===== src/design/mwrm_pkg.sv =====
`default_nettype none
package mwrm_pkg;

    localparam int METERS_DEF        = 4;
    localparam int FRACTION_BITS_DEF = 8;

    localparam int SEC_W      = 32;
    localparam int LEN_W      = 16;
    localparam int AMT_W      = 32;
    localparam int SUM_W      = 48;
    localparam int RATE_W     = 56;
    localparam int CMD_W      = 2;
    localparam int QIDX_W     = 2;
    localparam int IN_DATA_W  = 40;
    localparam int CFG_IDX_W  = 3;
    localparam int CFG_DATA_W = 16;
    localparam int METERS_W   = 3;
    localparam int CNT_CMP_W  = 4;

    // only the first four meters have a window length register
    localparam int NUM_LEN_REGS = 4;

    localparam logic [CFG_IDX_W-1:0] REG_SMOOTH = 3'd0;
    localparam logic [CFG_IDX_W-1:0] REG_METERS = 3'd1;
    localparam logic [CFG_IDX_W-1:0] REG_LEN0   = 3'd2;

    localparam logic [SEC_W-1:0] SMOOTH_DIVISOR = 32'd3;

    typedef enum logic [CMD_W-1:0] {
        CMD_ADD   = 2'd0,
        CMD_TICK  = 2'd1,
        CMD_QUERY = 2'd2,
        CMD_NONE  = 2'd3
    } t_cmd;

endpackage
`default_nettype wire


===== src/design/multi_window_rate_meter_top.sv =====
`default_nettype none
// sequence: a tick only advances the seconds counter; add and query first scan each in-use meter, and
// each expired meter costs one or two serial divisions on the shared DVD_W-bit divider
// (DVD_W = max(48+FRACTION_BITS, 58), 58 by default); add then updates the sum of each in-use meter,
// a query reads the smoothed rate or runs one more division, then loads the result register
// throughput: one item at a time, bound by the shared bit-serial divider (1 bit per cycle)
// reset: synchronous active low; clears the counter, sums, rates and config, marks meters unrotated
module multi_window_rate_meter_top #(
    parameter int METERS        = mwrm_pkg::METERS_DEF,
    parameter int FRACTION_BITS = mwrm_pkg::FRACTION_BITS_DEF
) (
    input  wire logic                            i_clk,
    input  wire logic                            i_rst_n,
    // input stream
    input  wire logic                            i_s_tvalid,
    output logic                                 o_s_tready,
    input  wire logic [mwrm_pkg::IN_DATA_W-1:0]  i_s_tdata,   // add_amount[31:0], meter_index[33:32]
    input  wire logic [mwrm_pkg::CMD_W-1:0]      i_s_tuser,   // cmd[1:0]
    // result stream
    output logic                                 o_m_tvalid,
    input  wire logic                            i_m_tready,
    output logic [mwrm_pkg::RATE_W-1:0]          o_m_tdata,   // rate_value[55:0]
    output logic [0:0]                           o_m_tuser,   // rate_valid[0]
    // config writes
    input  wire logic                            i_cfg_valid,
    output logic                                 o_cfg_ready,
    input  wire logic [mwrm_pkg::CFG_IDX_W-1:0]  i_cfg_index,
    input  wire logic [mwrm_pkg::CFG_DATA_W-1:0] i_cfg_data
);

    localparam int SUM_W    = mwrm_pkg::SUM_W;
    localparam int RATE_W   = mwrm_pkg::RATE_W;
    localparam int SEC_W    = mwrm_pkg::SEC_W;
    localparam int LEN_W    = mwrm_pkg::LEN_W;
    localparam int AMT_W    = mwrm_pkg::AMT_W;
    localparam int CMP_W    = mwrm_pkg::CNT_CMP_W;
    localparam int DIV_W    = SUM_W + FRACTION_BITS;
    localparam int SMOOTH_W = RATE_W + 2;
    localparam int DVD_W    = (DIV_W > SMOOTH_W) ? DIV_W : SMOOTH_W;
    localparam int IDX_W    = (METERS > 1) ? $clog2(METERS) : 1;
    localparam int CNT_W    = $clog2(METERS + 1);

    typedef enum logic [2:0] {
        S_IDLE,
        S_ROT_CHK,
        S_ROT_DIV,
        S_SMOOTH_DIV,
        S_ADD,
        S_QUERY,
        S_QUERY_DIV,
        S_EMIT
    } t_state;

    t_state r_state;

    logic                          r_smooth_mode;
    logic [mwrm_pkg::METERS_W-1:0] r_meters;
    logic [LEN_W-1:0]              r_len    [METERS];
    logic [SEC_W-1:0]              r_sec;
    logic [SEC_W-1:0]              r_start  [METERS];
    logic [SUM_W-1:0]              r_sum    [METERS];
    logic [RATE_W-1:0]             r_smooth [METERS];
    logic                          r_nyr    [METERS];

    logic                          r_is_query;
    logic [AMT_W-1:0]              r_amount;
    logic [IDX_W-1:0]              r_qidx;
    logic [CNT_W-1:0]              r_m;
    logic [RATE_W-1:0]             r_res;
    logic                          r_res_valid;
    logic                          r_out_valid;
    logic [RATE_W-1:0]             r_out_data;
    logic                          r_out_flag;

    logic                          r_div_start;
    logic                          n_div_start;
    logic [DVD_W-1:0]              r_div_dividend;
    logic [SEC_W-1:0]              r_div_divisor;
    logic                          w_div_done;
    logic [DVD_W-1:0]              w_div_quot;

    logic [CMP_W-1:0]              w_active;
    logic [IDX_W-1:0]              w_sel;
    logic [SEC_W-1:0]              w_elapsed;
    logic                          w_expired;
    logic                          w_m_done;
    logic [SUM_W:0]                w_sum_add;
    logic [SUM_W-1:0]              w_sum_sat;
    logic [RATE_W-1:0]             w_qsat;
    logic [DVD_W-1:0]              w_sum_shift;
    logic                          w_in_acc;
    logic [mwrm_pkg::QIDX_W-1:0]   w_in_idx;

    mwrm_div #(
        .DVD_W (DVD_W),
        .DSR_W (SEC_W)
    ) u_div (
        .i_clk      (i_clk),
        .i_rst_n    (i_rst_n),
        .i_start    (r_div_start),
        .i_dividend (r_div_dividend),
        .i_divisor  (r_div_divisor),
        .o_done     (w_div_done),
        .o_quot     (w_div_quot)
    );

    // meters_in_use above METERS acts as METERS
    assign w_active  = (CMP_W'(r_meters) > CMP_W'(METERS)) ? CMP_W'(METERS) : CMP_W'(r_meters);
    assign w_sel     = (r_state == S_QUERY) ? r_qidx : r_m[IDX_W-1:0];
    assign w_elapsed = r_sec - r_start[w_sel];
    assign w_expired = (r_len[w_sel] != '0) && (w_elapsed >= SEC_W'(r_len[w_sel]));
    assign w_m_done  = (CMP_W'(r_m) >= w_active);
    assign w_sum_add = {1'b0, r_sum[w_sel]} + (SUM_W + 1)'(r_amount);
    assign w_sum_sat = w_sum_add[SUM_W] ? {SUM_W{1'b1}} : w_sum_add[SUM_W-1:0];
    assign w_qsat    = (|w_div_quot[DVD_W-1:RATE_W]) ? {RATE_W{1'b1}} : w_div_quot[RATE_W-1:0];
    assign w_sum_shift = DVD_W'(r_sum[w_sel]) << FRACTION_BITS;

    assign o_s_tready = (r_state == S_IDLE);
    assign w_in_acc   = i_s_tvalid && o_s_tready;
    assign w_in_idx   = i_s_tdata[AMT_W+mwrm_pkg::QIDX_W-1:AMT_W];

    assign o_cfg_ready = 1'b1;
    assign o_m_tvalid  = r_out_valid;
    assign o_m_tdata   = r_out_data;
    assign o_m_tuser   = r_out_flag;

    // divider kick: window rate, smoothing step, or query rate
    always_comb begin
        case (r_state)
            S_ROT_CHK: n_div_start = !w_m_done && w_expired;
            S_ROT_DIV: n_div_start = w_div_done && (r_smooth[w_sel] != '0);
            S_QUERY:   n_div_start = !(r_smooth_mode && !r_nyr[w_sel]);
            default:   n_div_start = 1'b0;
        endcase
    end

    always_ff @(posedge i_clk) begin
        if (!i_rst_n) begin
            r_state       <= S_IDLE;
            r_smooth_mode <= 1'b0;
            r_meters      <= '0;
            r_sec         <= '0;
            r_out_valid   <= 1'b0;
            r_div_start   <= 1'b0;
            r_is_query    <= 1'b0;
            r_m           <= '0;
            for (int i = 0; i < METERS; i++) begin
                r_len[i]    <= '0;
                r_start[i]  <= '0;
                r_sum[i]    <= '0;
                r_smooth[i] <= '0;
                r_nyr[i]    <= 1'b1;
            end
        end else begin
            if (i_cfg_valid) begin
                case (i_cfg_index)
                    mwrm_pkg::REG_SMOOTH: r_smooth_mode <= i_cfg_data[0];
                    mwrm_pkg::REG_METERS: r_meters <= i_cfg_data[mwrm_pkg::METERS_W-1:0];
                    default: ;
                endcase
                for (int i = 0; i < METERS; i++) begin
                    if (i < mwrm_pkg::NUM_LEN_REGS &&
                        i_cfg_index == mwrm_pkg::REG_LEN0 + mwrm_pkg::CFG_IDX_W'(i)) begin
                        r_len[i] <= i_cfg_data;
                    end
                end
            end

            // the emit state reloads the output register itself
            if (r_out_valid && i_m_tready && r_state != S_EMIT) begin
                r_out_valid <= 1'b0;
            end

            r_div_start <= n_div_start;

            case (r_state)
                S_IDLE: begin
                    if (w_in_acc) begin
                        case (mwrm_pkg::t_cmd'(i_s_tuser))
                            mwrm_pkg::CMD_TICK: begin
                                r_sec <= r_sec + SEC_W'(1);
                            end
                            mwrm_pkg::CMD_ADD: begin
                                r_amount   <= i_s_tdata[AMT_W-1:0];
                                r_is_query <= 1'b0;
                                r_m        <= '0;
                                r_state    <= S_ROT_CHK;
                            end
                            mwrm_pkg::CMD_QUERY: begin
                                if (CMP_W'(w_in_idx) >= w_active) begin
                                    // unused meter: no rotation, invalid result
                                    r_res       <= '0;
                                    r_res_valid <= 1'b0;
                                    r_state     <= S_EMIT;
                                end else begin
                                    r_qidx     <= IDX_W'(w_in_idx);
                                    r_is_query <= 1'b1;
                                    r_m        <= '0;
                                    r_state    <= S_ROT_CHK;
                                end
                            end
                            default: ;
                        endcase
                    end
                end
                S_ROT_CHK: begin
                    if (w_m_done) begin
                        r_m     <= '0;
                        r_state <= r_is_query ? S_QUERY : S_ADD;
                    end else if (w_expired) begin
                        r_div_dividend <= w_sum_shift;
                        r_div_divisor  <= SEC_W'(r_len[w_sel]);
                        r_state        <= S_ROT_DIV;
                    end else begin
                        r_m <= r_m + CNT_W'(1);
                    end
                end
                S_ROT_DIV: begin
                    if (w_div_done) begin
                        if (r_smooth[w_sel] == '0) begin
                            r_smooth[w_sel] <= w_qsat;
                            r_start[w_sel]  <= r_sec;
                            r_sum[w_sel]    <= '0;
                            r_nyr[w_sel]    <= 1'b0;
                            r_m             <= r_m + CNT_W'(1);
                            r_state         <= S_ROT_CHK;
                        end else begin
                            // (2*rate + old) / 3 on the same divider
                            r_div_dividend <= (DVD_W'(w_qsat) << 1) + DVD_W'(r_smooth[w_sel]);
                            r_div_divisor  <= mwrm_pkg::SMOOTH_DIVISOR;
                            r_state        <= S_SMOOTH_DIV;
                        end
                    end
                end
                S_SMOOTH_DIV: begin
                    if (w_div_done) begin
                        r_smooth[w_sel] <= w_div_quot[RATE_W-1:0];
                        r_start[w_sel]  <= r_sec;
                        r_sum[w_sel]    <= '0;
                        r_nyr[w_sel]    <= 1'b0;
                        r_m             <= r_m + CNT_W'(1);
                        r_state         <= S_ROT_CHK;
                    end
                end
                S_ADD: begin
                    if (w_m_done) begin
                        r_state <= S_IDLE;
                    end else begin
                        r_sum[w_sel] <= w_sum_sat;
                        r_m          <= r_m + CNT_W'(1);
                    end
                end
                S_QUERY: begin
                    if (r_smooth_mode && !r_nyr[w_sel]) begin
                        r_res       <= r_smooth[w_sel];
                        r_res_valid <= 1'b1;
                        r_state     <= S_EMIT;
                    end else begin
                        r_div_dividend <= w_sum_shift;
                        r_div_divisor  <= (w_elapsed == '0) ? SEC_W'(1) : w_elapsed;
                        r_state        <= S_QUERY_DIV;
                    end
                end
                S_QUERY_DIV: begin
                    if (w_div_done) begin
                        r_res       <= w_qsat;
                        r_res_valid <= 1'b1;
                        r_state     <= S_EMIT;
                    end
                end
                S_EMIT: begin
                    if (!r_out_valid || i_m_tready) begin
                        r_out_valid <= 1'b1;
                        r_out_data  <= r_res;
                        r_out_flag  <= r_res_valid;
                        r_state     <= S_IDLE;
                    end
                end
                default: r_state <= S_IDLE;
            endcase
        end
    end

endmodule
`default_nettype wire


===== src/design/mwrm_div.sv =====
`default_nettype none
// bit-serial restoring divider: one quotient bit per cycle
module mwrm_div #(
    parameter int DVD_W = 64,
    parameter int DSR_W = mwrm_pkg::SEC_W
) (
    input  wire logic             i_clk,
    input  wire logic             i_rst_n,
    input  wire logic             i_start,
    input  wire logic [DVD_W-1:0] i_dividend,
    input  wire logic [DSR_W-1:0] i_divisor,
    output logic                  o_done,
    output logic [DVD_W-1:0]      o_quot
);

    localparam int CNT_W = (DVD_W > 1) ? $clog2(DVD_W) : 1;

    logic             r_busy;
    logic             r_done;
    logic [CNT_W-1:0] r_cnt;
    logic [DSR_W-1:0] r_rem;
    logic [DSR_W-1:0] r_dsr;
    logic [DVD_W-1:0] r_quo;

    logic [DSR_W:0]   w_trial;
    logic [DSR_W:0]   w_diff;
    logic             w_ge;

    assign w_trial = {r_rem, r_quo[DVD_W-1]};
    assign w_diff  = w_trial - {1'b0, r_dsr};
    assign w_ge    = (w_trial >= {1'b0, r_dsr});

    always_ff @(posedge i_clk) begin
        if (!i_rst_n) begin
            r_busy <= 1'b0;
            r_done <= 1'b0;
        end else begin
            if (i_start) begin
                r_busy <= 1'b1;
                r_done <= 1'b0;
                r_cnt  <= CNT_W'(DVD_W - 1);
                r_rem  <= '0;
                r_dsr  <= i_divisor;
                r_quo  <= i_dividend;
            end else if (r_busy) begin
                // remainder stays below divisor, so the low bits are enough
                r_rem  <= w_ge ? w_diff[DSR_W-1:0] : w_trial[DSR_W-1:0];
                r_quo  <= {r_quo[DVD_W-2:0], w_ge};
                r_cnt  <= r_cnt - CNT_W'(1);
                r_done <= (r_cnt == '0);
                if (r_cnt == '0) begin
                    r_busy <= 1'b0;
                end
            end else begin
                r_done <= 1'b0;
            end
        end
    end

    assign o_done = r_done;
    assign o_quot = r_quo;

endmodule
`default_nettype wire

===== config.mk =====
export PLATFORM = sky130hd
export DESIGN_NAME = multi_window_rate_meter_top
export DESIGN_NICKNAME = d
export VERILOG_FILES = /design/src/design/mwrm_pkg.sv /design/src/design/multi_window_rate_meter_top.sv /design/src/design/mwrm_div.sv
export SDC_FILE = /design/constraint.sdc
export NUM_CORES = 2
export LEC_CHECK = 0
export ABC_AREA = 1
export CAP_MARGIN = 20
export CORE_ASPECT_RATIO = 1.75
export CORE_UTILIZATION = 55
export DETAILED_ROUTE_END_ITERATION = 12
export DONT_BUFFER_PORTS = 1
export PLACE_DENSITY_LB_ADDON = 0.3
export SYNTH_ARGS = -nofsm -noshare
export SYNTH_HDL_FRONTEND = slang
export SYNTH_SLANG_ARGS = --single-unit

===== constraint.sdc =====
create_clock -name i_clk -period 18 [get_ports i_clk]
set_input_delay 4.5 -clock i_clk [delete_from_list [all_inputs] [get_ports i_clk]]
set_output_delay 4.5 -clock i_clk [all_outputs]
set_load 0.02 [all_outputs]

== After elaboration in Yosys (flattened, before gate mapping) ==
Memory sizes are Yosys's and may differ from the RTL's.
Cells that the tools add are included.
Storage, ports and cells
  logic and storage cells: 248
  bits in latches: 0
  input bits: 66
  RAM bits: 612
  bits in read-only memories: 0
  register bits after elaboration: 413
  output and inout port bits: 60
  memories: 5
Operators by class
  equal/unequal tests: 35
  $lt $le $gt $ge: 5
  reductions and logical operators: 44
  muxes and demuxes: 118
  $add $sub $neg: 7
  multipliers: 0
  shifts and indexed selects: 0
  divide/modulo/power cells: 0
  bitwise logic cells: 12
Memory list
  r_smooth: depth 4, width 56, rd ports 1, clocked after Yosys merged registers in 0, write ports 4, line multi_window_rate_meter_top.sv:62  | logic [RATE_W-1:0] r_smooth [METERS];
  r_sum: depth 4, width 48, rd ports 1, clocked after Yosys merged registers in 0, write ports 4, line multi_window_rate_meter_top.sv:61  | logic [SUM_W-1:0] r_sum [METERS];
  r_start: depth 4, width 32, rd ports 1, clocked after Yosys merged registers in 0, write ports 4, line multi_window_rate_meter_top.sv:60  | logic [SEC_W-1:0] r_start [METERS];
  r_len: depth 4, width 16, rd ports 1, clocked after Yosys merged registers in 0, write ports 4, line multi_window_rate_meter_top.sv:58  | logic [LEN_W-1:0] r_len [METERS];
  r_nyr: depth 4, width 1, rd ports 1, clocked after Yosys merged registers in 0, write ports 4, line multi_window_rate_meter_top.sv:63  | logic r_nyr [METERS];
Operators by type and width (count)
  $mux 56: 8
  $mux 58: 7
  $mux 32: 10
  $mux 48: 4
  $pmux 58 s3: 1
  $pmux 56 s3: 1
  $pmux 32 s3: 1
  $mux 16: 4
  $sub 32x32->32: 2
  $add 57x56->58: 1
  $logic_not 56->1: 1
  $reduce_bool 56->1: 1
  $reduce_or 56->1: 1
  $mux 3: 18
  $mux 1: 50
  $add 48x32->49: 1
  $reduce_or 48->1: 1
  $ge 33x32->1: 1
  $add 32x1->32 const B: 1
  $ge 32x16->1: 1
  $logic_not 32->1: 1
  $reduce_or 32->1: 1
  $pmux 3 s8: 1
  $eq 3x3->1 const B: 6
  other kinds (41): 97

== Logic depth before layout (Yosys ltp) ==
An unclocked memory read counts as a cell.
  word-level depth: 13
  gate-level depth with buffers: 35
  depth with buffers taken out: 30

== Modules after synthesis ==
From an unflattened synthesis, not the netlist that was laid out.
Second synthesis, totals
  cells, all modules: 6337
  area total of the unflattened synthesis: 55328.1 um^2
By module, submodules not included
  multi_window_rate_meter_top: times used 1, area an instance 47056.4 um^2, cells each 5244, sequential area each 26425.3 um^2
  mwrm_div: times used 1, area an instance 8271.7 um^2, cells each 1093, sequential area each 3883.7 um^2

== Worst setup path after synthesis ==
No wires, ideal clock.
  path type: input-to-reg
  from: input i_s_tdata[32] (netlist name)
  to: register r_res[0], enable pin
  required time: 17.225 ns
  path buffers: 0
  cell stages on the path: 8
  setup slack: 3.094 ns
  data arrival time: 14.130 ns
  cell sequence: inv_1 ha_1 o21ai_0 a21oi_1 nand3_1 inv_1 nor2_1 a2111oi_0
On the way
  word-level cells in the longest chain between the ends: 3
RTL lines
  from (decl): line multi_window_rate_meter_top.sv:17  | input wire logic [mwrm_pkg::IN_DATA_W-1:0] i_s_tdata,
  $ge 2x3->1: line multi_window_rate_meter_top.sv:190  | if (CMP_W'(w_in_idx) >= w_active) begin
  $ne 2x1->1 (no source line)
  $reduce_and 7->1 (no source line)
  to (signal assigned): line multi_window_rate_meter_top.sv:255  | r_res <= r_smooth[w_sel];
  to (signal assigned): line multi_window_rate_meter_top.sv:266  | r_res <= w_qsat;
  to (decl): line multi_window_rate_meter_top.sv:69  | logic [RATE_W-1:0] r_res;
No other way between the ends.
A chain may end at the register's enable or synchronous reset.

==> impl_metrics.yaml <==
status:
  outcome: "completed"
critical_path:
  worstSetupEndpointType: "flip-flop"
  cpPeakStageDelay_ps: 880
  crit_path_start_kind: "flip-flop"
  crit_type: "reg -> reg"
  cp_slowest_cell: "buf_4"
  cpLargestDelayFamily: "simple AND/OR/NAND/NOR gates"
  critPathBufInv: 4
  critPathMaxFanout: 100
  cp_common_cell: "nand2_1"
  worstPathRequired_ps: 18340
  reg2regPathDepth: 19
  path_depth: 19
  reg2reg_setup_slack_ps: 9170
  cp.arrival_ps: 9160
  crit_chain: "nand3_2, buf_4, inv_2, nand2_1, nand2_4, buf_12, nand3_1, nand2_1, nand2_1, nor2_1, nand3_1, nor2_1, nand3_1, nand2_1, nand2_8, nor2_1, nand2_4, nand2_4, buf_4"
hold_path:
  hold-path-cell-count: 0
  hp-class: "reg -> reg"
die:
  core_area_mm2: 0.0978
  dieArea_mm2: 0.0998
  die_w_um: 239
  die-height_um: 417
  io_pins: 126
  num_rows: 152
  start_util: 0.554
synthesis:
  syn_inst: 6098
  ys_seq_elements: 1025
  yosys.area.top_type: "edfxtp_1"
  synth_simple_gate_area_frac: 0.220
  synthArstFlopShare: 0
  synth_ff_type: "edfxtp_1"
  ys_warn_count: 0
  synth_mux_area_frac: 0
  synth_nets: 6343
  yosys.area_share.adder: 0.0419
  yosysUniqueCellTypes: 54
  synth_top_family_by_area: "simple AND/OR/NAND/NOR gates"
  synth_area_leaders: "edfxtp_1 54%, nand2_1 9.4%, nor2_1 7.6%"
  synth_compound_area_frac: 0.0919
  synth_top_area_frac: 0.542
  synthTopCellsByCount: "1357 x nand2_1, 1101 x nor2_1, 978 x edfxtp_1, 707 x inv_1, 347 x o21ai_0"
  synth-seq-area-share: 0.559
  synth-edff-count: 978
  synthXorXnorAreaFrac: 0.0175
  netlist_area_mm2: 0.0542
  avgSynthCellArea_um2: 8.89
  synth_most_common_cell: "nand2_1"
clocking:
  post_cts_buffers: 0
  clkTransAtPathRegs_ps: 70
  numCtsBuffers: 92
  cts.sinks: 1025
  cts_resized: 0
  hold_buffers: 0
  root_buffer: "clkbuf_16"
  clk_latency_ps: 730
  cts_tree: "done"
  h-tree-depth: 3
  cts_max_path_buffers: 3
place:
  post-place-cells: 7214
  gp_congestion: 0.981
  io_buffers: 0
  hpwl_mm: 105
route:
  wl_per_cell_um: 21.3
  wl_mm: 157
  ant_nets: 0
  viasPerCell: 5.80
  first_iter_violations: 3993
  vias: 42817
  drc: 0
  first_pass_iters: 6
global_routing:
  grt_pass1_wl_mm: 236
  grt_pass1_vias: 42169
  grt_util_all_layers: 0.315
  grt_max_degree: 140
  antenna_found_initial: 4
  gr-total-overflow: 0
power_and_ir_drop:
  p_leak_nw: 24.0
  power_density_mw_per_mm2: 151
  irDropWorstVdd_mv: 0.107
sta:
  drv_slew: 0
  grt_setup_unrepaired: "false"
  relSlewSlack: 0.271
  setup_viol_count_final: 0
  tns_ps: 0
  hold_viol_final: 0
  period_share: 0.490
  min_period_ps: 8830
  tightest_slew_ps: 1080
  fin_skew_ps: 38.2
  fmax_mhz: 113
job:
  max_cap_viol_count: 0
finish:
  area_growth_pct: 7.83
  num-fill-cells: 8419
  drive_gt1_frac: 0.0436
  nets: 6245
  fin_cells: 7383
[layout by cell type, fill, tap and decap left out, types with 30 or more instances in the layout]
cell type	synthesis	final
nand4_1	48	48
a21oi_1	307	304
inv_1	707	703
clkbuf_16	0	93
nor3_1	38	37
ha_1	175	175
xor2_1	56	56
nor2_1	1101	1099
nand3_1	293	292
xnor2_1	52	52
o21ai_0	347	347
edfxtp_1	978	978
buf_4	17	51
o22ai_1	55	55
nand3b_1	45	45
a32o_1	30	30
nand2_1	1357	1344
dfxtp_1	47	46
[power breakdown]
group | total (mW) | switching, mW | internal, mW | leakage, nW
sequential | 2.89 | 0.0586 | 2.83 | 9.95
combinational | 3.90 | 2.78 | 1.13 | 12.6
clock | 2.00 | 0.905 | 1.10 | 1.47
total | 8.80 | 3.74 | 5.06 | 24.0
[metal layers]
layer,track usage,part of all wire,routed length [um]
met1,0.336,0.35,54900
met4,0.209,0.069,10800
met2,0.568,0.51,80200
met3,0.0479,0.071,11100
met5,0,0.00018,29
[cells by family (layout without fill, tap and decap cells)]
| group | count (synthesis) | after routing |
|---|---|---|
| and+or+nand+nor | 2942 | 2942 |
| DFF | 1025 | 1025 |
| buffers and inverters | 959 | 934 |
| AOI/OAI and AO/OA | 884 | 884 |
| adders and majority gates | 179 | 179 |
| xor gates and xnor gates | 108 | 108 |
| other | 1 | 2 |
[registers in the layout, summed over array words and instances, names as in the netlist, 32 cells and up]
register	flops
r_sec	32
u_div.r_dsr	32
r_smooth	224
r_div_divisor	32
r_amount	32
u_div.o_quot	58
r_start	128
u_div.r_rem	32
r_len	64
r_res	56
r_sum	192
r_div_dividend	58
o_m_tdata	56
[area by class of cell]
class,instances,area [um^2],share of cell area
Clock inverter,57,579,0.00992
Antenna cell,1,2.50,0.0000428
Multi-Input combinational cell,4114,20400,0.348
Tap cell,1309,1640,0.0280
Clock buffer,110,2420,0.0414
Timing Repair Buffer,54,442,0.00756
Sequential cell,1025,30300,0.519
Inverter,713,2680,0.0458
[worst paths after layout]
path              start               to
max          r_state[2]  r_smooth[2][21]
min            r_res[1]     o_m_tdata[1]
max reg2reg  r_state[2]  r_smooth[2][21]
min reg2reg    r_res[1]     o_m_tdata[1]
[stage by stage]
step	instance area [um^2]	hold slack [ps]	worst slack (ps)	power, mW	utilization
6_report	58400	406	9170	8.80	0.598
5_1_grt	58400	417	9000	9.23	0.598
4_1_cts	58400	412	9300	8.74	0.598
3_5_place_dp	55400	405	9320	6.76	0.567
3_3_place_gp	55400	400	9350	6.70	0.567
2_1_floorplan	54200	400	3090	5.54	-
(Power assumes the default switching activity.)
